===== src/design/kcl_pkg.sv =====
package kcl_pkg;

  // Configuration register indexes
  localparam logic CFG_FAIL_LIMIT  = 1'b0;
  localparam logic CFG_PULSE_TICKS = 1'b1;

  localparam int unsigned CFG_DATA_W = 16;

  localparam logic [7:0]  FAIL_LIMIT_RST  = 8'd3;
  localparam logic [15:0] PULSE_TICKS_RST = 16'd2000;
  localparam logic [7:0]  FAIL_SAT        = 8'hFF;

  // Key codes
  localparam logic [3:0] KEY_DIGIT_MIN = 4'd0;
  localparam logic [3:0] KEY_DIGIT_MAX = 4'd9;
  localparam logic [3:0] KEY_CHANGE    = 4'd10;
  localparam logic [3:0] KEY_CLOSE     = 4'd11;

  // Factory code digits, alternating over the positions
  localparam logic [3:0] CODE_EVEN_DIGIT = 4'd6;
  localparam logic [3:0] CODE_ODD_DIGIT  = 4'd7;

  typedef enum logic [1:0] {
    MODE_NORMAL = 2'd0,
    MODE_OLD    = 2'd1,
    MODE_NEW    = 2'd2
  } mode_e;

  typedef enum logic [2:0] {
    EV_NONE    = 3'd0,
    EV_DIGIT   = 3'd1,
    EV_UNLOCK  = 3'd2,
    EV_WRONG   = 3'd3,
    EV_LOCKOUT = 3'd4,
    EV_OLD_OK  = 3'd5,
    EV_CHANGED = 3'd6,
    EV_SET     = 3'd7
  } event_e;

  typedef struct packed {
    event_e      ev;
    logic [1:0]  digits;
    mode_e       mode;
    logic [7:0]  fails;
    logic        locked;
    logic        relay;
    logic        buzzer;
    logic        led;
  } res_t;

endpackage


===== src/design/keypad_code_lock_controller.sv =====
// Throughput: one input transfer per cycle while the skid entry is free; all key
// handling, code compare and pulse timing is done in a single pass into the state
// and result registers. A two-entry output buffer (result register plus skid)
// keeps input open for one more transfer while the output is stalled. Reset
// (async, active low) restores code 6,7,.., clears entry, positions, failures,
// lock and drives, and loads register defaults.
module keypad_code_lock_controller #(
  parameter int unsigned CODE_DIGITS = 4
) (
  input  logic                          clk_i,
  input  logic                          rst_ni,
  // configuration write port
  input  logic                          cfg_we_i,
  input  logic                          cfg_idx_i,
  input  logic [kcl_pkg::CFG_DATA_W-1:0] cfg_wdata_i,
  // key input channel
  input  logic                          in_valid_i,
  output logic                          in_ready_o,
  input  logic                          key_valid_i,
  input  logic [3:0]                    key_code_i,
  // result channel
  output logic                          out_valid_o,
  input  logic                          out_ready_i,
  output logic [2:0]                    event_res_o,
  output logic [1:0]                    digits_entered_o,
  output logic [1:0]                    mode_o,
  output logic [7:0]                    fail_count_o,
  output logic                          locked_o,
  output logic                          relay_on_o,
  output logic                          buzzer_on_o,
  output logic                          led_on_o
);

  // Position counters wrap at CODE_DIGITS, so they only need to hold the last index.
  localparam int unsigned PosW = (CODE_DIGITS > 1) ? $clog2(CODE_DIGITS) : 1;
  localparam logic [PosW-1:0] LastPos = PosW'(CODE_DIGITS - 1);
  localparam int unsigned PulseW = 17;

  typedef logic [CODE_DIGITS-1:0][3:0] code_t;

  // Configuration registers
  logic [7:0]  fail_limit_q;
  logic [15:0] pulse_ticks_q;

  // Lock state
  code_t                stored_q, stored_d;
  code_t                entry_q, entry_d;
  logic [PosW-1:0]      norm_pos_q, norm_pos_d;
  logic [PosW-1:0]      set_pos_q, set_pos_d;
  kcl_pkg::mode_e       mode_q, mode_d;
  logic [7:0]           fail_q, fail_d;
  logic                 lock_q, lock_d;
  logic [PulseW-1:0]    pulse_q, pulse_d;
  logic                 buz_q, buz_d;
  logic                 led_q, led_d;
  logic                 relay_q, relay_d;

  // Output buffer: result register plus one skid entry
  kcl_pkg::res_t out_q, skid_q, res_d;
  logic          out_valid_q, skid_valid_q;

  logic              in_xfer, out_xfer;
  kcl_pkg::event_e   ev;
  logic              fail_hit;
  logic [PulseW-1:0] pulse_mid, pulse_inc;
  logic [PosW-1:0]   cur_pos;
  logic [PosW+1:0]   pos_ext;

  // Input stays open as long as the skid entry is free.
  assign in_ready_o = !skid_valid_q;
  assign in_xfer    = in_valid_i && in_ready_o;
  assign out_xfer   = out_valid_q && out_ready_i;

  // A failed entry locks once the earlier count reaches limit minus one.
  assign fail_hit = ({1'b0, fail_q} + 9'd1) >= {1'b0, fail_limit_q};

  always_comb begin
    stored_d   = stored_q;
    entry_d    = entry_q;
    norm_pos_d = norm_pos_q;
    set_pos_d  = set_pos_q;
    mode_d     = mode_q;
    fail_d     = fail_q;
    lock_d     = lock_q;
    buz_d      = buz_q;
    led_d      = led_q;
    relay_d    = relay_q;
    pulse_mid  = pulse_q;
    ev         = kcl_pkg::EV_NONE;

    if (in_xfer && key_valid_i && !lock_q) begin
      if (key_code_i inside {[kcl_pkg::KEY_DIGIT_MIN:kcl_pkg::KEY_DIGIT_MAX]}) begin
        ev = kcl_pkg::EV_DIGIT;
        if (mode_q == kcl_pkg::MODE_NORMAL) begin
          entry_d[norm_pos_q] = key_code_i;
          norm_pos_d = norm_pos_q + PosW'(1);
          if (norm_pos_q == LastPos) begin
            norm_pos_d = '0;
            if (entry_d == stored_q) begin
              // unlock: start the buzzer pulse, forgive earlier failures
              buz_d     = 1'b1;
              pulse_mid = PulseW'(1);
              fail_d    = '0;
              ev        = kcl_pkg::EV_UNLOCK;
            end else begin
              buz_d = 1'b0;
              ev    = fail_hit ? kcl_pkg::EV_LOCKOUT : kcl_pkg::EV_WRONG;
              if (fail_hit) begin
                lock_d  = 1'b1;
                relay_d = 1'b1;
              end
              if (fail_q != kcl_pkg::FAIL_SAT) fail_d = fail_q + 8'd1;
            end
          end
        end else begin
          entry_d[set_pos_q] = key_code_i;
          set_pos_d = set_pos_q + PosW'(1);
          if (set_pos_q == LastPos) begin
            set_pos_d = '0;
            if (mode_q == kcl_pkg::MODE_NEW) begin
              // commit the new code and flash the LED
              stored_d  = entry_d;
              mode_d    = kcl_pkg::MODE_NORMAL;
              led_d     = 1'b1;
              pulse_mid = PulseW'(1);
              ev        = kcl_pkg::EV_CHANGED;
            end else if (entry_d == stored_q) begin
              mode_d = kcl_pkg::MODE_NEW;
              ev     = kcl_pkg::EV_OLD_OK;
            end else begin
              // old code wrong: stay waiting for the old code
              ev = fail_hit ? kcl_pkg::EV_LOCKOUT : kcl_pkg::EV_WRONG;
              if (fail_hit) begin
                lock_d  = 1'b1;
                relay_d = 1'b1;
              end
              if (fail_q != kcl_pkg::FAIL_SAT) fail_d = fail_q + 8'd1;
            end
          end
        end
      end else if (key_code_i == kcl_pkg::KEY_CHANGE) begin
        mode_d    = kcl_pkg::MODE_OLD;
        set_pos_d = '0;
        ev        = kcl_pkg::EV_SET;
      end else if (key_code_i == kcl_pkg::KEY_CLOSE) begin
        buz_d = 1'b0;
        ev    = kcl_pkg::EV_SET;
      end
    end

    // Pulse timer advances once per transfer, also while locked.
    pulse_inc = pulse_mid + PulseW'(1);
    pulse_d   = pulse_mid;
    if (in_xfer && (pulse_mid != '0)) begin
      pulse_d = pulse_inc;
      if (pulse_inc > {1'b0, pulse_ticks_q}) begin
        buz_d   = 1'b0;
        led_d   = 1'b0;
        pulse_d = '0;
      end
    end
  end

  // Assemble the result from the next state.
  always_comb begin
    cur_pos      = (mode_d == kcl_pkg::MODE_NORMAL) ? norm_pos_d : set_pos_d;
    pos_ext      = {2'b00, cur_pos};
    res_d.ev     = ev;
    res_d.digits = pos_ext[1:0];
    res_d.mode   = mode_d;
    res_d.fails  = fail_d;
    res_d.locked = lock_d;
    res_d.relay  = relay_d;
    res_d.buzzer = buz_d;
    res_d.led    = led_d;
  end

  always_ff @(posedge clk_i or negedge rst_ni) begin
    if (!rst_ni) begin
      fail_limit_q  <= kcl_pkg::FAIL_LIMIT_RST;
      pulse_ticks_q <= kcl_pkg::PULSE_TICKS_RST;
    end else if (cfg_we_i) begin
      case (cfg_idx_i)
        kcl_pkg::CFG_FAIL_LIMIT:  fail_limit_q  <= cfg_wdata_i[7:0];
        kcl_pkg::CFG_PULSE_TICKS: pulse_ticks_q <= cfg_wdata_i[15:0];
        default: ;
      endcase
    end
  end

  always_ff @(posedge clk_i or negedge rst_ni) begin
    if (!rst_ni) begin
      for (int i = 0; i < CODE_DIGITS; i++) begin
        stored_q[i] <= (i % 2 == 1) ? kcl_pkg::CODE_ODD_DIGIT : kcl_pkg::CODE_EVEN_DIGIT;
      end
      entry_q    <= '0;
      norm_pos_q <= '0;
      set_pos_q  <= '0;
      mode_q     <= kcl_pkg::MODE_NORMAL;
      fail_q     <= '0;
      lock_q     <= 1'b0;
      pulse_q    <= '0;
      buz_q      <= 1'b0;
      led_q      <= 1'b0;
      relay_q    <= 1'b0;
    end else if (in_xfer) begin
      stored_q   <= stored_d;
      entry_q    <= entry_d;
      norm_pos_q <= norm_pos_d;
      set_pos_q  <= set_pos_d;
      mode_q     <= mode_d;
      fail_q     <= fail_d;
      lock_q     <= lock_d;
      pulse_q    <= pulse_d;
      buz_q      <= buz_d;
      led_q      <= led_d;
      relay_q    <= relay_d;
    end
  end

  // Output buffer control: fill the result register first, spill to skid when
  // it stays occupied, and drain skid into the result register on a transfer.
  always_ff @(posedge clk_i or negedge rst_ni) begin
    if (!rst_ni) begin
      out_valid_q  <= 1'b0;
      skid_valid_q <= 1'b0;
    end else begin
      if (out_xfer || !out_valid_q) begin
        out_valid_q  <= skid_valid_q || in_xfer;
        skid_valid_q <= 1'b0;
      end else if (in_xfer) begin
        skid_valid_q <= 1'b1;
      end
    end
  end

  always_ff @(posedge clk_i) begin
    if (out_xfer || !out_valid_q) begin
      out_q <= skid_valid_q ? skid_q : res_d;
    end
    if (in_xfer && !skid_valid_q) begin
      skid_q <= res_d;
    end
  end

  // Drive the result ports.
  always_comb begin
    out_valid_o      = out_valid_q;
    event_res_o      = out_q.ev;
    digits_entered_o = out_q.digits;
    mode_o           = out_q.mode;
    fail_count_o     = out_q.fails;
    locked_o         = out_q.locked;
    relay_on_o       = out_q.relay;
    buzzer_on_o      = out_q.buzzer;
    led_on_o         = out_q.led;
  end

  // Lockout holds until reset.
  assert property (@(posedge clk_i) disable iff (!rst_ni) lock_q |=> lock_q)
    else $error("lockout cleared without reset");

  // Buzzer and LED are only on while the pulse timer runs.
  assert property (@(posedge clk_i) disable iff (!rst_ni)
    (pulse_q == '0) |-> (!buz_q && !led_q))
    else $error("indicator on with pulse timer idle");

  // The skid entry is only used behind a full result register.
  assert property (@(posedge clk_i) disable iff (!rst_ni) skid_valid_q |-> out_valid_q)
    else $error("skid entry held with empty result register");

  // A reported lockout always drives the relay.
  assert property (@(posedge clk_i) disable iff (!rst_ni)
    (out_valid_o && locked_o) |-> relay_on_o)
    else $error("locked result without relay drive");

endmodule


===== config.mk =====
export PLATFORM = sky130hd
export DESIGN_NAME = keypad_code_lock_controller
export DESIGN_NICKNAME = d
export VERILOG_FILES = /design/src/design/kcl_pkg.sv /design/src/design/keypad_code_lock_controller.sv
export SDC_FILE = /design/constraint.sdc
export NUM_CORES = 1
export LEC_CHECK = 0
export BUFFER_PORTS_ARGS = -buffer_cell sky130_fd_sc_hd__buf_2
export CORE_ASPECT_RATIO = 0.9
export CORE_MARGIN = 2
export CORE_UTILIZATION = 56
export CTS_CLUSTER_SIZE = 8
export DETAILED_ROUTE_END_ITERATION = 8
export PLACE_DENSITY = 0.77
export REMOVE_ABC_BUFFERS = 1
export SKIP_CTS_REPAIR_TIMING = 1
export SLEW_MARGIN = 20
export SYNTH_ARGS = -nofsm -noshare
export SYNTH_HDL_FRONTEND = slang
export SYNTH_SLANG_ARGS = --single-unit

===== constraint.sdc =====
create_clock -name clk_i -period 4.8 [get_ports clk_i]
set_input_delay 0.24 -clock clk_i [delete_from_list [all_inputs] [get_ports clk_i]]
set_output_delay 0.24 -clock clk_i [all_outputs]
set_load 0.01 [all_outputs]

* After elaboration in Yosys (flattened, before gate mapping)
Index checks and enable logic that the tools add are counted.
** Word-level totals
- Bits in registers :: 131
- Input port bits :: 27
- Output and inout bits :: 21
- Word-level logic and storage cells :: 172
** Operators by class
- Reductions and logical operators :: 22
- Muxes and demuxes :: 90
- $lt $le $gt $ge :: 8
- Bitwise operators :: 2
- Add/subtract/negate cells :: 5
- Equality and inequality tests :: 8
** Operators with widths (count)
- 17-bit two-way mux :: 9
- 8-bit two-way mux :: 9
- 1-bit two-way mux :: 36
- 2-bit two-way mux :: 17
- 3-bit two-way mux :: 11
- 16-bit bitwise mux :: 2
- 16-bit equality test :: 2
- 19-bit two-way mux :: 1
- 17-bit by 1-bit adder with 17-bit output, second input constant :: 1
- 17-bit by 16-bit > comparator with 1-bit output :: 1
- 17-bit nonzero test :: 1
- 4-bit demux with 2-bit select :: 2
- 16-bit two-way mux :: 1
- 8-bit by 1-bit adder with 9-bit output, second input constant :: 1
- 9-bit by 8-bit greater-or-equal comparator with 1-bit output :: 1
- 1-bit logical AND :: 9
- 8-bit by 1-bit adder with 8-bit output, second input constant :: 1
- 4-bit equality test, second input constant :: 2
- 4-bit two-way mux :: 2
- 8-bit inequality test, second input constant :: 1
- 2-bit equality test, second input constant :: 3
- 2-bit by 3-bit less-than comparator with 1-bit output, second input constant :: 2
- 6-bit AND reduction :: 1
- 2-bit by 1-bit adder with 2-bit output, second input constant :: 2
- other kinds (10) :: 17

* Longest topological paths before layout
- Word-level depth :: 16
- Gate-level depth with buffers :: 25
- Gate-level depth less buffers :: 24

* Worst setup path before layout
OpenSTA, ideal clock, no wires.
- Path type :: register to register
- Start point :: register norm_pos_q[0]
- End point :: register out_q (netlist bit buzzer_on_o), data pin
- Path buffers :: 2
- Path slack :: 20 ps
- Required time :: 4538 ps
- Setup time :: 262 ps
- Arrival :: 4518 ps
- Period minus slack after synthesis :: 4780 ps
- Stages on the path, launching flop included :: 25
- Cell sequence :: dfrtp_1 -> inv_1 -> ha_1 -> buf_2 -> mux2i_1 -> xnor2_1 -> nor4_1 -> and4_1 -> a21oi_2 -> nand2b_1 -> ha_1 -> nand3_1 -> nor2_1 -> nand4_1 -> xor2_1 -> nor2_1 -> ha_1 -> and4_1 -> nor3b_1 -> o221ai_1 -> a21boi_0 -> a21o_1 -> buf_6 -> a22oi_2 -> mux2_1
** Between the ends
- Cells in the longest elaborated chain, start to end :: 16
** Ends and longest elaborated chain
- start: declaration :: RTL line keypad_code_lock_controller.sv:48 : logic [PosW-1:0] norm_pos_q, norm_pos_d;
- start signal: assignment :: RTL line keypad_code_lock_controller.sv:209 : norm_pos_q <= norm_pos_d;
- 2-bit by 3-bit less-than comparator with 1-bit output (not written as such) / 2-bit by 1-bit greater-or-equal comparator with 1-bit output (equally long branches) :: RTL line keypad_code_lock_controller.sv:95 : entry_d[norm_pos_q] = key_code_i;
- 1-bit logical AND (not written as such) :: RTL line keypad_code_lock_controller.sv:95
- 4-bit two-way mux (not written as such) :: RTL line keypad_code_lock_controller.sv:95
- 4-bit demux with 2-bit select :: RTL line keypad_code_lock_controller.sv:95
- 16-bit bitwise mux :: RTL line keypad_code_lock_controller.sv:95
- 16-bit equality test :: RTL line keypad_code_lock_controller.sv:99 : if (entry_d == stored_q) begin
- 17-bit two-way mux :: RTL line keypad_code_lock_controller.sv:99
- 17-bit two-way mux :: RTL line keypad_code_lock_controller.sv:97 : if (norm_pos_q == LastPos) begin
- 17-bit two-way mux :: RTL line keypad_code_lock_controller.sv:94 : if (mode_q == kcl_pkg::MODE_NORMAL) begin
- 17-bit two-way mux :: RTL line keypad_code_lock_controller.sv:92 : if (key_code_i inside {[kcl_pkg::KEY_DIGIT_MIN:kcl_pkg::KEY_DIGIT_MAX]}) begin
- 17-bit two-way mux :: RTL line keypad_code_lock_controller.sv:91 : if (in_xfer && key_valid_i && !lock_q) begin
- 17-bit by 1-bit adder with 17-bit output :: RTL line keypad_code_lock_controller.sv:152 : pulse_inc = pulse_mid + PulseW'(1);
- 17-bit by 16-bit > comparator with 1-bit output :: RTL line keypad_code_lock_controller.sv:156 : if (pulse_inc > {1'b0, pulse_ticks_q}) begin
- 1-bit two-way mux :: RTL line keypad_code_lock_controller.sv:156
- 1-bit two-way mux * :: RTL line keypad_code_lock_controller.sv:154 : if (in_xfer && (pulse_mid != '0)) begin
- named net buz_d :: RTL line keypad_code_lock_controller.sv:54 : logic buz_q, buz_d;
- 19-bit two-way mux * :: RTL line keypad_code_lock_controller.sv:239 : out_q <= skid_valid_q ? skid_q : res_d;
- end signal: assignment :: RTL line keypad_code_lock_controller.sv:239
- end: declaration :: RTL line keypad_code_lock_controller.sv:59 : kcl_pkg::res_t out_q, skid_q, res_d;
The timed path passes the listed nets; every way through them passes the cells marked *.
A chain may end at the register's enable or synchronous reset.

* Worst setup path in the final report
Ends and elaborated chain as after synthesis.

==> results by group <==
Yosys
  • Synth area leaders: dfrtp_1, edfxtp_1, mux2_2
  • Top FF cell, synth: dfrtp_1
  • Post-synthesis xor/xnor area fraction: 0.0555
  • Top cell type's share of synthesized area: 0.238
  • Largest family of logic cells by synthesized area: compound AO/OA/AOI/OAI gates
  • Mean Syn Cell Area: roughly 10 um^2
  • Simple-gate share of the synthesized area: 0.136
  • Synth warn: 0
  • Yosys top cell by area: dfrtp_1
  • Post-Syn Instances: 760
  • Cell variety after synth: 77
  • Adder-cell share of the synthesized area: 0.0555
  • Post-synthesis async set-or-reset flop share: 0.710
  • Complex-gate fraction of the synthesized area: 0.144
  • Post-synthesis cell area: around 7900 um^2
  • Multiplexer share of the synthesized area: 0.114
  • Register bit total from synthesis: 131
  • EDFF count, synth: 38
  • Seq/Total Area, Yosys: 0.442

Floorplanning
  • IO Pins: 48
  • Die area: approximately 15,000 um^2
  • Initial Utilization: 0.568
  • Number of core rows: 41
  • Chip height: 117 um
  • Core area: 13,900 um^2
  • Die X: 129 um

Place
  • Post-placement cell count: 993
  • Port-buffer cells: 47
  • Final HPWL DP: 13,200 um
  • Gp weighted congestion: 0.919

Routing
  • Routed WL per cell: 19.1 um
  • TritonRoute pass-1 iters: 7
  • Iteration-0 DRC Markers: 719
  • Antenna-violating nets left: 0
  • Drt total wl: 19,700 um
  • Vias per cell: 6.03
  • Vias: 6,235
  • DRC Markers: 0

Critical path
  • Crit start category: flip-flop
  • Kind of critical path: reg -> reg
  • Critical path endpoint category: flip-flop
  • WP buf/inv: 1
  • Crit-path max cell delay: 0.46 ns
  • FF-to-FF path depth: 22
  • Max stage delay cell, worst path: dfrtp_2
  • Reg-to-Reg End: buzzer_on_o
  • CP Cell Sequence: inv_4 -> ha_4 -> mux2i_1 -> xnor2_1 -> nor4_2 -> and4_4 -> a21oi_4 -> nand2b_1 -> ha_2 -> nand3_4 -> nor2_4 -> nand4_1 -> xor2_1 -> nor2_1 -> ha_2 -> and4_4 -> nor3b_4 -> o221ai_2 -> a21boi_2 -> a21o_4 -> a22oi_2 -> mux2_4
  • Arr. time, crit path: 5.07 ns
  • Critical-path maximum fanout: 6
  • Crit path max-delay family: simple AND/OR/NAND/NOR gates
  • Worst r2r src: norm_pos_q[0]
  • R2R Setup Slk: -0.09 ns
  • Worst Path Required: 4.98 ns

Cells and area
  • Most frequent cells in the layout: nand2_1, dfrtp_1, buf_2
  • Antenna Diode Count: 0
  • Most common cell after layout, fill and taps aside: nand2_1
  • Area grow syn2layout: 18.6%
  • # nets final: 890
  • Fin util: 0.673
  • Layout cell share with drive strength beyond 1: 0.308
  • Fillers: ~990
  • Finished Layout Cells: 1,034

Power
  • Static leakage: a little over 0.004 uW
  • Pwr Density: between 500 and 600 nW/um^2
  • Pwr Total: 4680 uW
  • Worst VDD drop: 0.443 mV

Clocking
  • CTS sink cnt: between 100 and 150
  • TritonCTS clock tree: yes
  • Clock transition at path regs: 0.07 ns
  • Clk buf depth: 2
  • Clk_lat worst skew: between 0.4 and 0.5 ns
  • Root Driver: clkbuf_16
  • H-tree levels: 4
  • TritonCTS Buffers: 17

Worst hold path
  • WHS Path Cells: 3
  • Min-delay src: cfg_wdata_i[3]
  • Hold EP: fail_limit_q[3]
  • HP Class: in -> reg

Global routing
  • Pin count of the biggest net entering global routing: 55
  • Initial antenna violation count: 0
  • GRT Util Overall: 0.263
  • Vias in the first global route: just over 6,000
  • Gr ovfl total: 0
  • First-pass GRT wire length: 30,800 um

Timing
  • RSZ-0062 raised after global routing: true
  • Final worst slack: -0.0886 ns
  • Rel. slew slack: 0.335
  • Min Tclk post-route: 4.89 ns
  • Fin Clk Skew: 0.0111 ns
  • Max Clock Freq: around 0.20 GHz
  • Fin crit share: 1.02
  • Final Setup Violations: 6
  • Slew @ Worst Pin: 0.998 ns
  • Final hold vios: 0
  • Final Max Slew Viols: 0

Outcome
  • Failing checks: setup timing
  • Status: complete, but fails checks

Flow run
  • MaxCap Viol Count: 0
kinds of logic (layout without fill, tap and decap cells):
family / Yosys count / in the layout
multiplexers: 81 / 81
buffers and inverters: 82 / 163
AND/OR/NAND/NOR: 218 / 218
XOR/XNOR: 50 / 50
AO/OA/AOI/OAI: 163 / 163
flip-flops: 131 / 131
adder cells (fa/ha/maj): 35 / 35
sequential cells by signal (all words and copies together) (netlist names), 3 cells and up:
name,cells
pulse_ticks_q,16
event_res_o,3
skid_q,19
entry_q,16
fail_limit_q,8
stored_q,16
fail_count_o,8
fail_q,8
pulse_q,17
worst min-delay path: stages:
cell and delay [ns]:
buf_2 0.08, nand2_1 0.04, o21ai_0 0.06
worst max path at each step:
| stage | from | end | slack [ns] | cells past startpoint |
|---|---|---|---|---|
| final | norm_pos_q[0] | buzzer_on_o | -0.09 | 22 |
| after global routing | norm_pos_q[0] | pulse_q[15] | -0.34 | 23 |
| after CTS | norm_pos_q[0] | pulse_q[11] | -0.50 | 23 |
| after detailed placement | norm_pos_q[0] | pulse_q[15] | -0.44 | 23 |
| after global placement | norm_pos_q[0] | buzzer_on_o | -0.11 | 22 |
| after floorplan | skid_valid_q | buzzer_on_o | -0.51 | 19 |
synthesized netlist by cell type, types with 5 or more instances:
cell and instances:
a21o_1 17, a21oi_1 30, a22o_1 10, buf_2 9, buf_6 11, clkbuf_1 21
dfrtp_1 75, dfstp_2 18, edfxtp_1 38, ha_1 35, inv_1 36, mux2_2 45
mux2i_1 29, nand2_1 85, nand2b_1 6, nand3_1 19, nand3_2 5, nand4_1 10
nor2_1 47, nor2b_1 6, nor3_1 6, nor4_1 10, o21ai_0 46, xnor2_1 41
xor2_1 9
per-stage QoR:
stage	TNS, ns	hold slack [ns]	setup WS [ns]	instance area (um^2)
after CTS	-6.82	-0.186	-0.504	9050
after floorplan	-4.87	-0.0556	-0.506	7620
final	-0.371	0.0324	-0.0886	9360
after global routing	-4.34	0.0393	-0.342	9360
after global placement	-0.397	0.250	-0.113	8390
after detailed placement	-5.12	0.266	-0.435	8390
where the power goes:
group | leakage [uW] | total, uW | internal [uW] | switching (uW)
clock | 0.000324 | 1480 | 969 | 511
sequential | 0.00153 | 1580 | 1390 | 194
combinational | 0.00228 | 1620 | 763 | 858
total | 0.00413 | 4680 | 3120 | 1560
cell type report:
| class | count | area, um^2 | area share |
|---|---|---|---|
| inverters | 37 | 144 | 0.0154 |
| clock buffers | 17 | 425 | 0.0454 |
| well taps | 193 | 241 | 0.0258 |
| clock inverters | 15 | 238 | 0.0254 |
| flip-flops and latches | 131 | 3490 | 0.373 |
| multi-input cells | 547 | 4220 | 0.450 |
| repair buffers | 94 | 604 | 0.0646 |
metal layers:
layer  vias up  track usage  share of wire
li1       2865            -              -
met1      3080        0.348           0.43
met2       251        0.432           0.49
met3        39       0.0591          0.059
met4         0       0.0870          0.019
met5         -            0              0
No activity file was read; power rests on OpenSTA's default activity.
